## src/design/rocm_pkg.sv

```systemverilog
// rocm_pkg: shared types and constants for the recursive oscillator cosine mixer.
// Holds the payload structs, the register index codes and the register reset values.
// No dependencies.
`timescale 1ns / 1ps

package rocm_pkg;

    localparam int SAMPLE_BITS  = 24;
    localparam int OSC_BITS     = 32;
    localparam int CFG_IDX_BITS = 8;

    // Wide enough for a sum of two 32x32 products plus the rounding offset.
    localparam int ACC_BITS = 66;

    localparam logic signed [OSC_BITS-1:0] OSC_UNITY = 32'sh4000_0000;
    localparam logic signed [OSC_BITS-1:0] OSC_ZERO  = 32'sh0000_0000;

    typedef enum logic [CFG_IDX_BITS-1:0] {
        REG_START_COS = 8'd0,
        REG_START_SIN = 8'd1,
        REG_STEP_COS  = 8'd2,
        REG_STEP_SIN  = 8'd3
    } cfg_idx_t;

    typedef struct packed {
        logic signed [SAMPLE_BITS-1:0] sample;
        logic                          is_last;
    } mix_in_t;

    typedef struct packed {
        logic signed [SAMPLE_BITS-1:0] product;
        logic                          last_out;
    } mix_out_t;

    typedef struct packed {
        logic signed [OSC_BITS-1:0] start_cos;
        logic signed [OSC_BITS-1:0] start_sin;
        logic signed [OSC_BITS-1:0] step_cos;
        logic signed [OSC_BITS-1:0] step_sin;
    } osc_cfg_t;

endpackage

```

## src/design/rocm_mixer.sv

```systemverilog
// rocm_mixer: sample times oscillator cosine, rounded half up and saturated.
// Depends on rocm_pkg.
`timescale 1ns / 1ps

module rocm_mixer #(
    parameter int OSC_FRAC_BITS = 30
) (
    input  logic signed [rocm_pkg::SAMPLE_BITS-1:0] sample,
    input  logic signed [rocm_pkg::OSC_BITS-1:0]    cos_val,
    output logic signed [rocm_pkg::SAMPLE_BITS-1:0] product
);
    import rocm_pkg::*;

    localparam int PROD_BITS = SAMPLE_BITS + OSC_BITS;
    localparam logic signed [ACC_BITS-1:0] HALF =
        ACC_BITS'(1) <<< (OSC_FRAC_BITS - 1);

    logic signed [PROD_BITS-1:0]   p;
    logic signed [ACC_BITS-1:0]    r;
    logic [ACC_BITS-SAMPLE_BITS:0] top;

    assign p   = sample * cos_val;
    assign r   = (ACC_BITS'(p) + HALF) >>> OSC_FRAC_BITS;
    assign top = r[ACC_BITS-1:SAMPLE_BITS-1];

    always_comb begin
        if (top != '0 && top != '1) begin
            product = r[ACC_BITS-1] ? {1'b1, {(SAMPLE_BITS-1){1'b0}}}
                                    : {1'b0, {(SAMPLE_BITS-1){1'b1}}};
        end else begin
            product = r[SAMPLE_BITS-1:0];
        end
    end

endmodule

```

## config.mk

```make
export PLATFORM = sky130hd
export DESIGN_NAME = rocm_mixer
export DESIGN_NICKNAME = d
export VERILOG_FILES = /design/src/design/rocm_pkg.sv /design/src/design/rocm_mixer.sv
export SDC_FILE = /design/constraint.sdc
export NUM_CORES = 2
export LEC_CHECK = 0
export BUFFER_PORTS_ARGS = -buffer_cell sky130_fd_sc_hd__buf_2
export CAP_MARGIN = 20
export CORE_MARGIN = 3
export CORE_UTILIZATION = 40
export DETAILED_ROUTE_END_ITERATION = 8
export SYNTH_ARGS = -nofsm -noshare
export SYNTH_HDL_FRONTEND = slang
export SYNTH_SLANG_ARGS = --single-unit
```

## constraint.sdc

```tcl
create_clock -name vclk -period 9.3
set_input_delay 0 -clock vclk [all_inputs]
set_output_delay 0 -clock vclk [all_outputs]
set_load 0.03 [all_outputs]
```

Word-level counts from Yosys, hierarchy flattened

Cells that the tools add are included.

Register bits after elaboration: 0
Input port bits: 56
Output and inout port bits: 24
Logic and storage cells: 7

Add/sub/neg operators: 1
$mul: 1
Equal/unequal tests: 1
Mux-type cells: 2
Reduce and logical (&&, ||, !) cells: 2

Operators with widths:

| cell                                            | number |
|---|---|
| adder 56 x 31 -> 57 bit (second input constant) | 1 |
| multiplier 24 x 32 -> 56 bit                    | 1 |
| 2-to-1 mux 24 bit                               | 2 |
| inequality test 43 bit (second input constant)  | 1 |
| nonzero test 43 bit                             | 1 |
| logical AND 1 bit                               | 1 |

Longest topological paths before layout

Word-level depth: 5
Depth in mapped cells: 29
Mapped depth without buffers: 26

Worst setup path after synthesis

OpenSTA, ideal clock, no wires.

Path kind: input to output
From: in cos_val[31] in the netlist's numbering
To: out product[11] in the netlist's numbering
Arrival time: 7,421 ps
Required time: 9,300 ps
Slack: 1,879 ps
Cell stages on the path: 25
Path buffers: 3
Path through: clkbuf_1 nand2_1 inv_1 fa_1 fa_1 inv_1 fa_1 inv_1 fa_1 fa_1 fa_1 fa_1 ha_1 clkbuf_1 a21o_1 a21oi_1 o21a_1 o21a_1 o21ai_1 a221o_1 a21oi_1 xnor2_2 a31oi_2 buf_4 o21ai_0

Word-level cells in the longest chain between the ends: 5
Elaborated cells on any way between the ends: 7
Those cells by class: add/sub (1); mul (1); eq/ne (1); mux (2); reduce/logical (2)

RTL lines:

| element                                                       | line             | source |
|---|---|---|
| start: declaration                                            | rocm_mixer.sv:9  | `input logic signed [rocm_pkg::OSC_BITS-1:0] cos_val,` |
| multiplier 24 x 32 -> 56 bit *                                | rocm_mixer.sv:22 | `assign p = sample * cos_val;` |
| adder 56 x 31 -> 57 bit *                                     | rocm_mixer.sv:23 | `assign r = (ACC_BITS'(p) + HALF) >>> OSC_FRAC_BITS;` |
| inequality test 43 bit or nonzero test 43 bit (tied branches) | rocm_mixer.sv:27 | `if (top != '0 && top != '1) begin` |
| logical AND 1 bit                                             | rocm_mixer.sv:27 |  |
| 2-to-1 mux 24 bit *                                           | rocm_mixer.sv:27 |  |
| end: declaration                                              | rocm_mixer.sv:10 | `output logic signed [rocm_pkg::SAMPLE_BITS-1:0] product` |

Every way passes the cells marked *; elsewhere a longest branch is shown, timed or not.

Worst setup path after layout

From: in sample[3] in the netlist's numbering
To: out product[11] in the netlist's numbering

Word-level cells in the longest chain between the ends: 5
Elaborated cells on any way between the ends: 7
Those cells by class: add/sub (1); mul (1); eq/ne (1); mux (2); reduce/logical (2)

RTL lines:

| element                                                       | line             | source |
|---|---|---|
| start: declaration                                            | rocm_mixer.sv:8  | `input logic signed [rocm_pkg::SAMPLE_BITS-1:0] sample,` |
| multiplier 24 x 32 -> 56 bit *                                | rocm_mixer.sv:22 |  |
| adder 56 x 31 -> 57 bit *                                     | rocm_mixer.sv:23 |  |
| inequality test 43 bit or nonzero test 43 bit (tied branches) | rocm_mixer.sv:27 |  |
| logical AND 1 bit                                             | rocm_mixer.sv:27 |  |
| 2-to-1 mux 24 bit *                                           | rocm_mixer.sv:27 |  |

Marks and branches as above.

==> metrics.md <==
| Metric | Value |
|---|---|
| Run status | `completed` |
| Grt ovf | `0` |
| Final hold slack | `between 1500 and 2000 ps` |
| RSZ-0062 raised after global routing | `no` |
| Vias in the first global route | `approximately 21000` |
| CTS Hold Bufs | `0` |
| 1st-pass router iterations | `5` |
| # diodes | `0` |
| DR iter-0 viols | `about 1100` |
| Filler cells | `roughly 6500` |
| Final setup TNS | `0 ps` |
| Layout cell share with drive strength beyond 1 | `0.0434` |
| Setup Viol. Count Final | `0` |
| Buf/Inv on CP | `8` |
| Final Max Slew Viols | `0` |
| Via count | `about 19000` |
| IO Count | `80` |
| Final std cells w/o fill | `about 3700` |
| Max Fclk | `around 120 MHz` |
| First-pass GRT wire length | `119 mm` |
| Final ANT Viol Nets | `0` |
| Worst path slowest cell | `buf_2` |
| Final-layout clock buffer total | `0` |
| Drt drc | `0` |
| Largest net degree at the start of global routing | `33` |
| Startpoint Class | `primary input` |
| Relative slew slack | `0.374` |
| Initial antenna violation count | `1` |
| Final hold viol count | `0` |
| Delay-heaviest family, CP | `adder cells` |
| Synth Area per Inst | `slightly above 9 um2` |
| Die Ht | `approximately 270 um` |
| Post-DP HPWL | `just under 60 mm` |
| Register Area | `0 um2` |
| Tmin final | `8560 ps` |
| Routed length per placed instance | `between 15 and 20 um` |
| Die Wd | `~270 um` |
| Final Net Count | `between 3000 and 4000` |
| Post-synth top cells | `fa_1 (789), inv_1 (775), nand2_1 (431)` |
| Post-synth top area share | `0.587` |
| Post-CTS Setup Inserts | `0` |
| Vias/cell | `approximately 5.1` |
| Syn nets | `around 3900` |
| Synthesis-to-finish area growth | `3.73%` |
| Worst Path Class, Setup | `in -> out` |
| FFs & Latches | `0` |
| CP max FO | `32` |
| Synth top area cells | `fa_1 (59%), inv_1 (11%), and2_1 (7.9%)` |
| Tcrit/Tclk final | `0.921` |
| CP Capture Type | `primary output` |
| Tot GR Track Use | `0.216` |
| Number of max-cap violations | `0` |
| Sequential area share after synthesis | `0` |
| Core Rows | `94` |
| Synth Cell Area | `about 27000 um2` |
| Initial Util | `0.406` |
| Most frequent CP cell | `fa_1` |
| Synth area leader | `fa_1` |
| Post-Syn Instances | `2937` |
| CP peak stage delay | `about 650 ps` |
| Worst-Margin Slew | `939 ps` |
| Area of placed instances | `around 28000 um2` |
| Port bufs | `80` |
| Most instantiated library cell after synthesis | `fa_1` |
| Worst Hold Class | `in -> out` |
| Placer Congestion | `0.842` |
| Warning count from the yosys run | `0` |
| Finished Cell Area | `between 20000 and 30000 um2` |
| Post_cts resized | `0` |
| Die ar. | `a little over 70000 um2` |
| Yosys cell types | `62` |
| Worst Path Required | `between 9000 and 10000 ps` |
| Crit path DAT | `between 8000 and 9000 ps` |
| Core ar. | `about 66000 um2` |
| Placed cell count | `between 3000 and 4000` |
| Drt total wl | `slightly above 70 mm` |
## cell type report
class	count	area, um2	share of cell area
tap	864	1080	0.0387
inverter	776	2910	0.104
timing repair buffer	95	513	0.0184
multi-input combinational	2010	23400	0.838
## worst paths after layout
| path | startpoint | to | slack, ps | cells past startpoint |
|---|---|---|---|---|
| max | sample[3] | product[11] | 740 | 27 |
| min | cos_val[0] | product[7] | 1680 | 9 |
## layer usage
metal / vias to the layer above / global-route usage / part of all wire / routed length [um]
li1: 8241 / - / - / -
met2: 557 / 0.392 / 0.52 / 37700
met1: 10100 / 0.285 / 0.41 / 29500
met5: - / 0 / 0 / 0
met4: 0 / 0.0443 / 0.025 / 1810
met3: 96 / 0.0166 / 0.050 / 3650
## metrics by stage
stage                     setup slack (ps)  utilization
after floorplan                       1880            -
after global placement                 816        0.421
after detailed placement               765        0.421
after CTS                              744        0.421
after global routing                   219        0.421
final                                  737        0.421
## placed cells by master (no fill, tap or decap), types with 3 or more instances in the layout
| cell type | netlist | layout |
|---|---|---|
| a211oi_1 | 6 | 6 |
| o21bai_1 | 6 | 6 |
| buf_2 | 3 | 80 |
| fa_1 | 789 | 789 |
| ha_1 | 147 | 147 |
| nand2b_1 | 9 | 9 |
| inv_1 | 775 | 775 |
| o21a_1 | 4 | 4 |
| a41oi_1 | 3 | 3 |
| nand2_1 | 431 | 431 |
| and2_1 | 340 | 340 |
| nor3_1 | 10 | 10 |
| nand3_1 | 14 | 14 |
| xnor2_2 | 3 | 3 |
| and3_1 | 3 | 3 |
| xnor2_1 | 26 | 26 |
| o21ai_2 | 10 | 10 |
| nand4_1 | 12 | 12 |
| a21oi_1 | 51 | 51 |
| nor2_1 | 41 | 41 |
| o21ai_1 | 6 | 6 |
| o21ai_0 | 31 | 31 |
| xor2_1 | 7 | 7 |
| o211ai_1 | 6 | 6 |
| buf_4 | 1 | 15 |
| a21o_1 | 15 | 15 |
## logic make-up (layout without fill, tap and decap cells)
group                    count (synthesis)  after routing  share of synthesized area
adder cells (fa/ha/maj)                936            936                      0.656
AND/OR/NAND/NOR                        876            876                      0.160
buffers and inverters                  927            871                      0.131
AO/OA/AOI/OAI                          162            162                     0.0413
XOR/XNOR                                36             36                     0.0126
Power is not shown: default switching activity piles up to over one toggle a cycle in this logic, so the estimate is an artifact.
