`src/design/rocm_pkg.sv`:
```
// rocm_pkg: shared types and constants for the recursive oscillator cosine mixer.
// Holds the payload structs, the register index codes and the register reset values.
// No dependencies.
`timescale 1ns / 1ps

package rocm_pkg;

    localparam int SAMPLE_BITS  = 24;
    localparam int OSC_BITS     = 32;
    localparam int CFG_IDX_BITS = 8;

    // Wide enough for a sum of two 32x32 products plus the rounding offset.
    localparam int ACC_BITS = 66;

    localparam logic signed [OSC_BITS-1:0] OSC_UNITY = 32'sh4000_0000;
    localparam logic signed [OSC_BITS-1:0] OSC_ZERO  = 32'sh0000_0000;

    typedef enum logic [CFG_IDX_BITS-1:0] {
        REG_START_COS = 8'd0,
        REG_START_SIN = 8'd1,
        REG_STEP_COS  = 8'd2,
        REG_STEP_SIN  = 8'd3
    } cfg_idx_t;

    typedef struct packed {
        logic signed [SAMPLE_BITS-1:0] sample;
        logic                          is_last;
    } mix_in_t;

    typedef struct packed {
        logic signed [SAMPLE_BITS-1:0] product;
        logic                          last_out;
    } mix_out_t;

    typedef struct packed {
        logic signed [OSC_BITS-1:0] start_cos;
        logic signed [OSC_BITS-1:0] start_sin;
        logic signed [OSC_BITS-1:0] step_cos;
        logic signed [OSC_BITS-1:0] step_sin;
    } osc_cfg_t;

endpackage

```
`src/design/rocm_cfg_regs.sv`:
```
// rocm_cfg_regs: start and step register file written over the config channel.
// Depends on rocm_pkg. Writes to unknown indexes are dropped.
`timescale 1ns / 1ps

module rocm_cfg_regs (
    input  logic                                 aclk,
    input  logic                                 aresetn,
    input  logic                                 cfg_write,
    input  logic [rocm_pkg::CFG_IDX_BITS-1:0]    cfg_index,
    input  logic [rocm_pkg::OSC_BITS-1:0]        cfg_data,
    output rocm_pkg::osc_cfg_t                   cfg
);
    import rocm_pkg::*;

    osc_cfg_t cfg_reg;

    always_ff @(posedge aclk) begin
        if (!aresetn) begin
            cfg_reg.start_cos <= OSC_UNITY;
            cfg_reg.start_sin <= OSC_ZERO;
            cfg_reg.step_cos  <= OSC_UNITY;
            cfg_reg.step_sin  <= OSC_ZERO;
        end else if (cfg_write) begin
            case (cfg_index)
                REG_START_COS: cfg_reg.start_cos <= cfg_data;
                REG_START_SIN: cfg_reg.start_sin <= cfg_data;
                REG_STEP_COS:  cfg_reg.step_cos  <= cfg_data;
                REG_STEP_SIN:  cfg_reg.step_sin  <= cfg_data;
                default: ;
            endcase
        end
    end

    assign cfg = cfg_reg;

endmodule

```
`config.mk`:
```
export PLATFORM = sky130hd
export DESIGN_NAME = rocm_cfg_regs
export DESIGN_NICKNAME = d
export VERILOG_FILES = /design/src/design/rocm_pkg.sv /design/src/design/rocm_cfg_regs.sv
export SDC_FILE = /design/constraint.sdc
export NUM_CORES = 1
export LEC_CHECK = 0
export BUFFER_PORTS_ARGS = -buffer_cell sky130_fd_sc_hd__clkbuf_2
export CAP_MARGIN = 15
export CORE_ASPECT_RATIO = 1.5
export CORE_MARGIN = 2
export CORE_UTILIZATION = 45
export CTS_BUF_LIST = sky130_fd_sc_hd__clkbuf_4
export CTS_CLUSTER_DIAMETER = 200
export CTS_CLUSTER_SIZE = 20
export DETAILED_ROUTE_END_ITERATION = 10
export PLACE_DENSITY_LB_ADDON = 0.2
export SLEW_MARGIN = 10
export SYNTH_ARGS = -nofsm -noshare
export SYNTH_HDL_FRONTEND = slang
export SYNTH_SLANG_ARGS = --single-unit
```
`constraint.sdc`:
```
create_clock -name aclk -period 2.65 [get_ports aclk]
set_clock_uncertainty 0.1 [all_clocks]
set_input_delay 0.265 -clock aclk [delete_from_list [all_inputs] [get_ports aclk]]
set_output_delay 0.265 -clock aclk [all_outputs]
set_load 0.01 [all_outputs]
```
======== Word level (Yosys, flattened, before mapping) ========
Cells that the tools add are included.
Widths: inputs -> output; s select.
operators by class
  multiplexer cells ....................... 0
  shift-type cells ........................ 0
  divide/modulo/power cells ............... 0
  reduce and logical (&&, ||, !) cells .... 5
  magnitude comparators ................... 0
  multipliers ............................. 0
  equal/unequal tests ..................... 3
  bitwise operators ....................... 0
  $add $sub $neg .......................... 0
operators with widths
  operator            number
  $eq 8x2->1 const B  2
  $eq 8x1->1 const B  1
  $logic_not 8->1     1
  $reduce_and 2->1    4
word-level totals
  output and inout port bits .............. 128
  latch bits .............................. 0
  register bits after elaboration ......... 128
  memory bits (writable) .................. 0
  memory bits (read-only) ................. 0
  bits of input ports ..................... 43
  memories kept ........................... 0
  logic and storage cells ................. 12

======== Depth between registers and ports, before layout ========
Gate-level depths: netlist (run 1).
  depth after elaboration ................. 2
  mapped depth ............................ 5
  mapped depth without buffers ............ 3

======== Least setup slack after synthesis (run 1) ========
Ideal clock, no wire load.
  path type ............................... in2reg
  start ................................... in cfg_index[6] (netlist name)
  end ..................................... reg cfg_reg, in the netlist cfg[100]
  buffers on the path ..................... 2
  data required time ...................... 2478 ps
  cell stages on the path ................. 5
  library setup time ...................... 72 ps
  setup slack ............................. 1150 ps
  arrival ................................. 1329 ps
  cell sequence ........................... nor4b_4 -> and4bb_2 -> buf_6 -> buf_8 -> mux2i_1
between the ends
  word-level cells in the longest chain between the ends .. 2
RTL lines
  item                        RTL line             text
  start, declared             rocm_cfg_regs.sv:9   input logic [rocm_pkg::CFG_IDX_BITS-1:0] cfg_index,
  $logic_not 8->1             rocm_cfg_regs.sv:24  case (cfg_index)
  $reduce_and 2->1 (no line)  n/a
  end, declared               rocm_cfg_regs.sv:15  osc_cfg_t cfg_reg;
Every way passes these cells.
A chain may end at the register's enable or synchronous reset.

======== Worst setup path after layout (run 1) ========
  start ................................... in cfg_index[6] (netlist name)
  end ..................................... reg cfg_reg, in the netlist cfg[109]
The elaborated chain is that of the path after synthesis.

==> flow_summary.yaml, run 1 <==
status:
  status: "finished, final reports clean"
clocking:
  cts_root_buf: "clkbuf_4"
  path_clk_slew_ns: 0.10
  clock_sinks: 128
  clock_tree.buffer_depth: 2
  cts_tree: "yes"
  cts.repair.resized: 0
  postCtsSetupBuffers: 0
  htreeDepth: 4
  cts_buffers: 17
  clk_latency_ns: 0.48
route:
  drt-wirelength-per-cell_um: 13.89
  drc: 0
  ant_nets: 0
  drt_iter0_drc: 112
  via_per_inst: 4.669
  wl_um: 11210
  vias: 3768
  first_pass_iters: 4
global_route:
  grt.busiest_layer: "met2"
  gr-usage-met3_pct: 6.705
  met1_usage_pct: 21.70
  use_met2_pct: 34.36
  grt_pass1_vias: 3622
  grt-ovfl-total: 0
  grt_max_degree: 55
  grt_pass1_wl_um: 17340
  antenna_found_initial: 1
  track_usage_pct: 19.47
hold_path:
  hp-start: "aresetn"
  whs_path_depth: 3
  whs_endpoint: "cfg[40]$_SDFFE_PN0P_"
  hold_path_class: "primary input to flop"
synth:
  ys_seq_area_share_pct: 53.71
  syn_inst: 454
  syn_area_per_cell_um2: 10.51
  synth.distinct_cells: 14
  synth_nets: 497
  yosysWarnings: 0
  synth_area_um2: 4771
  synth_seq_cells: 128
timing:
  period_needed_ns: 1.424
  drv_slew: 0
  fin_tns_setup_ns: 0
  slew_headroom_pct: 58.13
  final-setup-viol-count: 0
  finalCritPeriodShare_pct: 53.72
  tightest_slew_ns: 0.6281
  fin_ws_ns: 1.227
  holdWs_ns: 0.1412
  rsz0062_at_grt: "no"
  max_freq_ghz: 0.7025
  hold_viol: 0
worst_setup_path:
  slowest_delay_ns: 0.51
  worst-path-max-fanout: 32
  rrSetupSlack_ns: 1.91
  slowest_stage: "nor4b_4"
  required_ns: 2.96
  r2r_start: "cfg[62]$_SDFFE_PN1P_"
  worst_setup_path_end_kind: "flop"
  crit_chain: "clkbuf_2 -> nor4b_4 -> and4bb_2 -> buf_12 -> mux2i_1"
  reg2reg_to: "cfg[62]$_SDFFE_PN1P_"
  crit_type: "primary input to flop"
  start_kind: "primary input"
  worstPathArrival_ns: 1.74
  r2r_cells: 2
finish:
  drive_gt1_share_pct: 31.72
  final_common_cell: "clkbuf_2"
  mostFrequentLayoutCells: "clkbuf_2 (169), nand2_1 (158), mux2i_1 (128), dfxtp_1 (128), dlygate4sd3_1 (32)"
  final_nets: 695
  fin_util_pct: 60.08
  largest_reg_flops: 128
  area_delta_synth_final_pct: 31.92
  n_fill_cell: 957
  stdcell_count: 807
floorplan:
  ios: 171
  rows: 46
  initial_core_util_pct: 45.54
  fp.dieArea_um2: 11460
  die_y_um: 130.1
  die_x_um: 88.07
  core-area_um2: 10480
placement:
  port_buffers: 170
  dp_hpwl_um: 7561
  dp_slack_ns: 0.7182
  place.gp.congestion: 0.7294
  placedCellCount: 745
pwr:
  power_density_nw_per_um2: 539.5
  p_leak_uw: 0.003375
  ir_worst_vdd_mv: 0.3343
job:
  drv_cap: 0
[worst max-delay path, delay by kind of cell]
family / cells / cell delay [ns]
buf+inv: 2 / 0.37
mux: 1 / 0.23
simple gates: 2 / 0.87
[synthesized netlist by cell type, drive strengths merged]
library cell	instances	area share (%)
nand4	1	0.26
and4bb	1	0.26
nor3	1	0.21
nand2	158	12
nor2b	3	0.39
clkbuf	16	1.3
mux2i	128	27
dfxtp	128	54
buf	15	3.5
nor4b	1	0.50
nand4b	2	0.63
[report_power, final]
part	internal, µW	leakage, µW	switching, µW
clock network	659	0.000147	641
registers	1920	0.00103	1.26
logic	77.9	0.00220	91.3
[layer usage]
| layer | vias up | wire (µm) |
|---|---|---|
| li1 | 1897 | - |
| met1 | 1750 | 4642 |
| met2 | 113 | 5802 |
| met3 | 8 | 645 |
| met4 | 0 | 115 |
| met5 | - | 0 |
[logic make-up (layout without fill, tap and decap cells)]
family,after synthesis,after routing,synth area share [%]
simple gates,167,167,14.69
mux,128,128,26.86
flops,128,128,53.71
buf+inv,31,239,4.747
other cells,0,1,0
[area by class of cell]
class                      instances  area, µm²  area share (%)
timing repair buffer             210       1271           20.20
multi-input combinational        295       2008           31.91
clock inverter                     9      118.9           1.889
tap                              144      180.2           2.863
sequential                       128       2562           40.72
antenna                            1      2.502         0.03976
clock buffer                      20      150.1           2.386
[timing repair]
item | 4_1_cts | 5_1_grt
endpoints found under the setup margin | 0 | 0
hold endpoints to repair | 126 | 0
hold buffers | 32 | 0
[worst max-delay path by stage]
stage	start	endpoint	slack (ns)	cells after the start
floorplan	cfg_index[6]	cfg[100]$_SDFFE_PN0P_	1.15	5
global placement	cfg_index[6]	cfg[105]$_SDFFE_PN0P_	0.82	5
detailed placement	cfg_index[6]	cfg[122]$_SDFFE_PN0P_	0.72	5
CTS	cfg[7]$_SDFFE_PN0P_	cfg[7]	1.23	1
global route	cfg[24]$_SDFFE_PN0P_	cfg[24]	1.18	1
finish	cfg_index[6]	cfg[109]$_SDFFE_PN0P_	1.23	5
[through the flow]
stage / power (µW) / instance area (µm²)
floorplan: 2041 / 4771
global placement: 2100 / 5702
detailed placement: 2103 / 5702
CTS: 3438 / 6291
global route: 3529 / 6294
finish: 3395 / 6294
Note: power is estimated with default switching activity, not from simulation.
==> inputs of run 2 (changes only) <==
Clock period 2.65 ns to 1.4 ns, I/O delays scaled along.
==> run 2 against run 1 <==
Net effect:
- die area did not move
- flip-flop and latch count did not move
- combinational power rose by 96%
- worst setup slack got worse by 1.1 ns
- first-iteration DRC count did not move
- routed wire length rose by 3.1%
- cell count rose by 1.1%
- critical path type is now flop to primary output
==> flow_summary.yaml, run 2 (synthesis results as in run 1) <==
timing:
  rsz0062_at_grt: "no"
  max_freq_ghz: 0.7913
  period_needed_ns: 1.264
  slew_headroom_pct: 80.47
  final-setup-viol-count: 0
  finalCritPeriodShare_pct: 90.27
  hold_viol: 0
  drv_slew: 0
  tightest_slew_ns: 0.2930
  fin_tns_setup_ns: 0
clocking:
  htreeDepth: 4
  cts_hold_buf: 33
  clock_tree.buffer_depth: 2
  cts_root_buf: "clkbuf_4"
  cts_tree: "yes"
  clk_latency_ns: 0.50
  clock_sinks: 128
  cts.repair.resized: 0
  path_clk_slew_ns: 0.11
  postCtsSetupBuffers: 0
  cts_buffers: 17
worst_setup_path:
  cp_top_family: "flip-flops"
  worst_setup_path_end_kind: "primary output"
  crit_chain: "clkbuf_2"
  slowest_stage: "dfxtp_1"
  crit_type: "flop to primary output"
  slowest_delay_ns: 0.37
  start_kind: "flop"
  critPathBufInv: 1
  worst-path-max-fanout: 2
  worstPathArrival_ns: 1.02
  required_ns: 1.16
global_route:
  track_usage_pct: 20.78
  grt_max_degree: 71
  grt_pass1_vias: 3791
  grt_pass1_wl_um: 18250
  grt-ovfl-total: 0
  antenna_found_initial: 1
job:
  drv_cap: 0
floorplan:
  fp.dieArea_um2: 11460
  die_y_um: 130.1
  rows: 46
  core-area_um2: 10480
  die_x_um: 88.07
  initial_core_util_pct: 45.54
  ios: 171
route:
  drc: 0
  wl_um: 11560
  drt_iter0_drc: 112
  vias: 3850
  first_pass_iters: 4
  via_per_inst: 4.718
  ant_nets: 0
  drt-wirelength-per-cell_um: 14.16
finish:
  final_nets: 701
  final_common_cell: "clkbuf_2"
  drive_gt1_share_pct: 32.34
  stdcell_count: 816
  n_fill_cell: 931
  area_delta_synth_final_pct: 34.38
  fin_util_pct: 61.20
  largest_reg_flops: 128
  mostFrequentLayoutCells: "clkbuf_2 (169), nand2_1 (158), mux2i_1 (128), dfxtp_1 (128), dlygate4sd3_1 (33)"
pwr:
  ir_worst_vdd_mv: 0.7055
  power_density_nw_per_um2: 990.0
  total_power_uw: 6347
  p_leak_uw: 0.003430
status:
  status: "finished, final reports clean"
hold_path:
  hold_path_class: "primary input to flop"
placement:
  port_buffers: 170
  dp_hpwl_um: 7879
  placedCellCount: 750
  place.gp.congestion: 0.7357
run 2: stage by stage:
step	cell area [µm²]	hold WS (ns)	setup WS, ns
6_report	6411	0.07240	0.1363
5_1_grt	6411	0.008092	0.01940
4_1_cts	6409	0.02378	0.07245
3_5_place_dp	5814	0.3334	-0.08502
3_3_place_gp	5814	0.3252	-0.005539
2_1_floorplan	4771	0.2010	0.02465
run 2: per-layer routing:
layer / vias up / GRT usage (%) / routed length (µm)
li1: 1915 / - / -
met3: 9 / 8.033 / 753
met4: 0 / 7.041 / 153
met1: 1803 / 22.48 / 4567
met2: 123 / 36.76 / 6084
met5: - / 0 / 0
run 2: worst paths after layout:
check	slack, ns	start	cells after the start	end
worst max-delay path	0.14	cfg[27]$_SDFFE_PN0P_	1	cfg[27]
worst min-delay path	0.07	cfg_index[0]	4	cfg[8]$_SDFFE_PN0P_
worst max register to register	0.64	cfg[83]$_SDFFE_PN0P_	2	cfg[83]$_SDFFE_PN0P_
worst min register to register	0.36	cfg[118]$_SDFFE_PN0P_	2	cfg[118]$_SDFFE_PN0P_
run 2: cell type report:
class / count / area (µm²) / area share, %
Tap cell: 144 / 180.2 / 2.810
Timing Repair Buffer: 216 / 1394 / 21.74
Antenna cell: 1 / 2.502 / 0.03903
Sequential cell: 128 / 2562 / 39.97
Multi-Input combinational cell: 295 / 2008 / 31.32
Clock inverter: 13 / 121.4 / 1.893
Clock buffer: 19 / 142.6 / 2.225
run 2: where the power goes:
| group | switching, µW | total (µW) | leakage (µW) | internal [µW] |
|---|---|---|---|---|
| clock network | 1300 | 2370 | 0.000138 | 1070 |
| registers | 2.39 | 3650 | 0.00103 | 3640 |
| logic | 178 | 331 | 0.00226 | 153 |
